## src/vfpa_pkg.sv

```systemverilog
// package: types, constants and state codes of the voxel forward-projection accumulator
`default_nettype none
package vfpa_pkg;

    localparam int unsigned NUM_VIEWS_DEF  = 32;
    localparam int unsigned NUM_ROWS_DEF   = 128;
    localparam int unsigned TIME_CELLS_DEF = 8;

    localparam int unsigned CFG_IW = 2;
    localparam int unsigned CFG_DW = 16;
    localparam int unsigned T_W    = 7;

    localparam logic [1:0] KIND_ACCUM = 2'd0;
    localparam logic [1:0] KIND_WRITE = 2'd1;
    localparam logic [1:0] KIND_READ  = 2'd2;

    localparam logic [CFG_IW-1:0] REG_PITCH      = 2'd0;
    localparam logic [CFG_IW-1:0] REG_OVERLAP    = 2'd1;
    localparam logic [CFG_IW-1:0] REG_CELLS_USED = 2'd2;

    localparam logic [15:0] PITCH_RST      = 16'd256;
    localparam logic [3:0]  OVERLAP_RST    = 4'd1;
    localparam logic [3:0]  CELLS_USED_RST = 4'd8;

    typedef struct packed {
        logic [1:0]         kind;
        logic [4:0]         view_index;
        logic [6:0]         row_index;
        logic [2:0]         slice_index;
        logic signed [15:0] voxel_value;
        logic [15:0]        coefficient;
        logic [2:0]         cell_index;
        logic signed [31:0] cell_value;
    } in_word_t;

    typedef struct packed {
        logic signed [31:0] read_value;
        logic               saturated;
    } out_word_t;

    typedef enum logic [2:0] {
        ST_IDLE,
        ST_MUL1,
        ST_MUL2,
        ST_ROUND,
        ST_ACC,
        ST_WRITE,
        ST_READ,
        ST_RESP
    } state_t;

    typedef struct packed {
        logic load;
        logic acc_step;
        logic wr_cell;
        logic rd_cell;
        logic load_out;
    } cmd_t;

    typedef struct packed {
        logic last_cell;
        logic zero_overlap;
        logic out_free;
    } status_t;

endpackage
`default_nettype wire

```

## src/vfpa_ctrl.sv

```systemverilog
// controller: sequences accumulate, write and read items
`default_nettype none
module vfpa_ctrl (
    input  wire logic              clk,
    input  wire logic              rst_n,
    input  wire logic              in_valid,
    input  wire logic [1:0]        in_kind,
    output logic                   in_ready,
    input  wire vfpa_pkg::status_t status,
    output vfpa_pkg::cmd_t         cmd
);

    vfpa_pkg::state_t state_reg;
    vfpa_pkg::state_t state_next;

    always_ff @(posedge clk or negedge rst_n)
    begin
        if (!rst_n)
        begin
            state_reg <= vfpa_pkg::ST_IDLE;
        end
        else
        begin
            state_reg <= state_next;
        end
    end

    always_comb
    begin
        state_next = state_reg;
        unique case (state_reg)
            vfpa_pkg::ST_IDLE:
            begin
                if (in_valid)
                begin
                    unique case (in_kind)
                        vfpa_pkg::KIND_ACCUM: state_next = vfpa_pkg::ST_MUL1;
                        vfpa_pkg::KIND_WRITE: state_next = vfpa_pkg::ST_WRITE;
                        vfpa_pkg::KIND_READ:  state_next = vfpa_pkg::ST_READ;
                        default:              state_next = vfpa_pkg::ST_IDLE;
                    endcase
                end
            end
            vfpa_pkg::ST_MUL1:  state_next = vfpa_pkg::ST_MUL2;
            vfpa_pkg::ST_MUL2:  state_next = vfpa_pkg::ST_ROUND;
            vfpa_pkg::ST_ROUND:
            begin
                state_next = status.zero_overlap ? vfpa_pkg::ST_IDLE : vfpa_pkg::ST_ACC;
            end
            vfpa_pkg::ST_ACC:
            begin
                if (status.last_cell)
                begin
                    state_next = vfpa_pkg::ST_IDLE;
                end
            end
            vfpa_pkg::ST_WRITE: state_next = vfpa_pkg::ST_IDLE;
            vfpa_pkg::ST_READ:  state_next = vfpa_pkg::ST_RESP;
            vfpa_pkg::ST_RESP:
            begin
                if (status.out_free)
                begin
                    state_next = vfpa_pkg::ST_IDLE;
                end
            end
            default:            state_next = vfpa_pkg::ST_IDLE;
        endcase
    end

    always_comb
    begin
        in_ready = 1'b0;
        cmd      = '0;
        unique case (state_reg)
            vfpa_pkg::ST_IDLE:
            begin
                in_ready = 1'b1;
                cmd.load = in_valid;
            end
            vfpa_pkg::ST_ACC:   cmd.acc_step = 1'b1;
            vfpa_pkg::ST_WRITE: cmd.wr_cell  = 1'b1;
            vfpa_pkg::ST_READ:  cmd.rd_cell  = 1'b1;
            vfpa_pkg::ST_RESP:  cmd.load_out = status.out_free;
            default:
            begin
                in_ready = 1'b0;
            end
        endcase
    end

endmodule
`default_nettype wire

```

## config.mk

```make
export PLATFORM = sky130hd
export DESIGN_NAME = vfpa_ctrl
export DESIGN_NICKNAME = d
export VERILOG_FILES = /design/src/vfpa_pkg.sv /design/src/vfpa_ctrl.sv
export SDC_FILE = /design/constraint.sdc
export NUM_CORES = 1
export LEC_CHECK = 0
export ABC_AREA = 1
export BUFFER_PORTS_ARGS = -buffer_cell sky130_fd_sc_hd__clkbuf_2
export CAP_MARGIN = 10
export CORE_AREA = 5 5 42 44
export DETAILED_ROUTE_END_ITERATION = 8
export DIE_AREA = 0 0 47 49
export SYNTH_ARGS = -nofsm -noshare
export SYNTH_HDL_FRONTEND = slang
export SYNTH_SLANG_ARGS = --single-unit
```

## constraint.sdc

```tcl
create_clock -name clk -period 2.5 [get_ports clk]
set_clock_uncertainty 0.15 [all_clocks]
set_input_delay 0.25 -clock clk [delete_from_list [all_inputs] [get_ports clk]]
set_output_delay 0.25 -clock clk [all_outputs]
set_load 0.01 [all_outputs]
```

# After elaboration in Yosys (flattened, before gate mapping)
# Cells that the tools add are included.
# W data, S select, Z words.
# op_classes
eq_ne	12
muxes	12
reduce_logical	3
# op_table
operator	n
$pmux W3 S8	1
$eq A3 B3 Y1 const B	4
$mux W3	4
$pmux W3 S3	1
$eq A3 B2 Y1 const B	2
$mux W1	6
$ne A2 B2 Y1 const B	3
$eq A3 B1 Y1 const B	1
$logic_not A3 Y1	1
$reduce_and A3 Y1	1
$eq A2 B1 Y1 const B	1
$eq A2 B2 Y1 const B	1
$logic_not A2 Y1	1
# word_totals
out_inout_bits	6
regBits	3
elab_cells	28

# Depth between registers and ports, before layout
# depth
depth_word	4
depth_mapped	7
mapped_depth_nobuf	7

# Worst setup path after synthesis
# No wires, ideal clock.
# synth_timing
path_type	reg-to-output
start	register state_reg[1]
end	output cmd[0] (netlist name)
slack_ps	1302
path_buffers	0
path_stages_with_launch	3
required_ps	2100
arrival_time_ps	798
path_cell_list	dfrtp_1 inv_1 nor3_1
# synth_rtl
item	line_no	source
start, declared	vfpa_ctrl.sv:13	vfpa_pkg::state_t state_reg;
start signal, assigned	vfpa_ctrl.sv:20	state_reg <= vfpa_pkg::ST_IDLE;
start signal, assigned	vfpa_ctrl.sv:24	state_reg <= state_next;
end, declared	vfpa_ctrl.sv:10	output vfpa_pkg::cmd_t cmd

==> results_dict.tcl <==
set metrics [dict create \
    grtUsageMet1_pct 7.27 \
    required_ns 2.10 \
    p_leak_nw 0.260 \
    cp.arrival_ns 1.15 \
    grt.met2_usage_pct 9.05 \
    outcome "finished, final reports clean" \
    synth_area_um2 305 \
    synth_most_common_cell "nand2_1" \
    min_period_ns 1.55 \
    ctsResizeCount 0 \
    synth.distinct_cells 16 \
    clk_path_buf_depth 2 \
    antenna_cells 0 \
    hold_viol 0 \
    setup_viol 0 \
    synth_edf_count 0 \
    fill_cells 173 \
    largest_register_ffs 3 \
    die_area_mm2 0.00230 \
    slowest_stage "dfrtp_1" \
    critical_path_class "flip-flop to output port" \
    finalSetupTns_ns 0 \
    rsz0062_at_grt "false" \
    path_clk_slew_ns 0.04 \
    final_core_util_pct 30.4 \
    async_flop_share_pct 100 \
    initial_core_util_pct 21.8 \
    ir_worst_vdd_uv 387 \
    gp_congestion 0.757 \
    clk_latency_ns 0.24 \
    post-place-cells 76 \
    num_rows 14 \
    die_x_um 47 \
    instances_no_fill 81 \
    worstMarginPinSlew_ns 0.223 \
    cts-root-buf "clkbuf_4" \
    yosysTopAreaCell "dfrtp_1" \
    cap_violations 0 \
    final-max-slew-violation-count 0 \
    min_path_type "primary input to asynchronous set/reset pin" \
    synth_ff_type "dfrtp_1" \
    die_y_um 49 \
    synth_xor_area_share_pct 0 \
    wire_per_inst_um 8.40 \
    worstSetupEndpointType "output port" \
    met3_usage_pct 1.48 \
    post_cts_buffers 0 \
    cts_sinks 3 \
    drt_pass1_iterations 3 \
    cts_made_buffers 3 \
    vias_per_cell 4.28 \
    dp_hpwl_um 559 \
    h-tree-depth 1 \
    postCtsHoldBufs 1 \
    syn_nets 59 \
    yosys-top-cells-count "nand2_1, inv_1, nor2_1, ha_1" \
    yosys.area_share.simple_pct 33.6 \
    relSlewSlack_pct 85.2 \
    drc_errors 0 \
    powerDensity_mw_per_mm2 927 \
    synthCells 47 \
    busiest_layer "met2" \
    synthMuxAreaShare_pct 0 \
    core_area_mm2 0.00140 \
    drive_gt1_share_pct 30.8 \
    grtUsageTotal_pct 6.48 \
    start_kind "flip-flop" \
    port_buffers 13 \
    antenna_found_initial 0 \
    grt_pass1_vias 305 \
    grt_max_degree 8 \
    ys_ff_latch 3 \
    register_area_um2 75.1 \
    multiInputGateArea_um2 193 \
    postRouteAntennaNets 0 \
    synth_top_area_share_pct 24.6 \
    synth_area_leaders "dfrtp_1, ha_1, nand2_1, inv_1, nor2_1" \
    synth_compound_area_share_pct 13.1 \
    clock.fmax_mhz 645 \
    synth_top_family_by_area "simple AND/OR/NAND/NOR gates" \
    ys_seq_area_share_pct 24.6 \
    rrSetupSlack_ns 1.26 \
    cpPeakStageDelay_ns 0.44 \
    cts_tree "built" \
    overflow 0 \
    wl_um 680 \
    synthAdderAreaFrac_pct 16.4 \
    crit_fanout 7 \
    avgSynthCellArea_um2 6.50 \
    nets 78 \
    crit_chain "nor2_2 > nand2_2 > nor2_1 > clkbuf_2" \
    area_growth_pct 39.8 \
    period_share_pct 62.1 \
    grt_first_pass_wirelength_mm 1.07 \
    hold_ws_ns 0.190 \
    yosysWarningCount 0 \
    io_pins 14 \
    vias 347 \
    drt_iter0_markers 4 \
]
## cells in the final DEF, fill, tap and decap left out, types with 2 or more instances in the layout
master	Yosys	final
clkbuf_2	0	13
nand2_1	10	10
inv_1	9	9
nor2_1	5	5
ha_1	4	4
o21ai_0	3	3
clkbuf_4	0	3
dfrtp_1	3	3
nor3_1	2	2
nor2_2	2	2
a21oi_1	2	2
## area by class of cell
cell class	instances	share of cell area, %
clock buffers	4	6.16
inverters	10	8.80
multi-input cells	34	45.2
flip-flops and latches	3	17.6
well taps	16	4.69
repair buffers	14	17.6
## through the flow
stage                     power, mW  cell area (um^2)  setup WS, ns
after floorplan               0.246               305          1.30
after global placement        0.308               390          1.20
after detailed placement      0.310               390          1.19
after CTS                     0.401               427         0.936
after global routing          0.436               427         0.863
final                         0.395               427         0.949
## critical path, delay by kind of cell (launching register included)
kind / cells / cell delay, ns
buffers and inverters: 1 / 0.13
AND/OR/NAND/NOR: 3 / 0.34
flip-flops: 1 / 0.44
## path summary, 6_finish.rpt
kind	startpoint	depth (start not counted)	to
min in group clk	in_valid	3	state_reg[1]
setup / recovery	state_reg[1]	4	cmd[4]
hold reg to reg	state_reg[2]	2	state_reg[0]
hold / removal	rst_n	2	state_reg[0]
max in group asynchronous	rst_n	2	state_reg[2]
setup reg to reg	state_reg[1]	6	state_reg[0]
## power breakdown
group	switching (mW)	total (mW)	internal, mW
combinational	0.121	0.203	0.0815
clock	0.0260	0.0858	0.0599
sequential	0.0364	0.107	0.0703
## kinds of logic after synthesis
kind of cell	count (synthesis)
adder cells (fa/ha/maj)	4
buffers and inverters	10
AND/OR/NAND/NOR	23
AO/OA/AOI/OAI	7
flip-flops	3
## metal layers
layer,share of wire (%),wire [um],vias to the layer above
met5,0,0,-
met4,2.8,19,0
met3,6.6,45,3
met2,48,324,9
met1,43,291,154
li1,-,-,181
No activity file was read; power rests on OpenSTA's default activity.
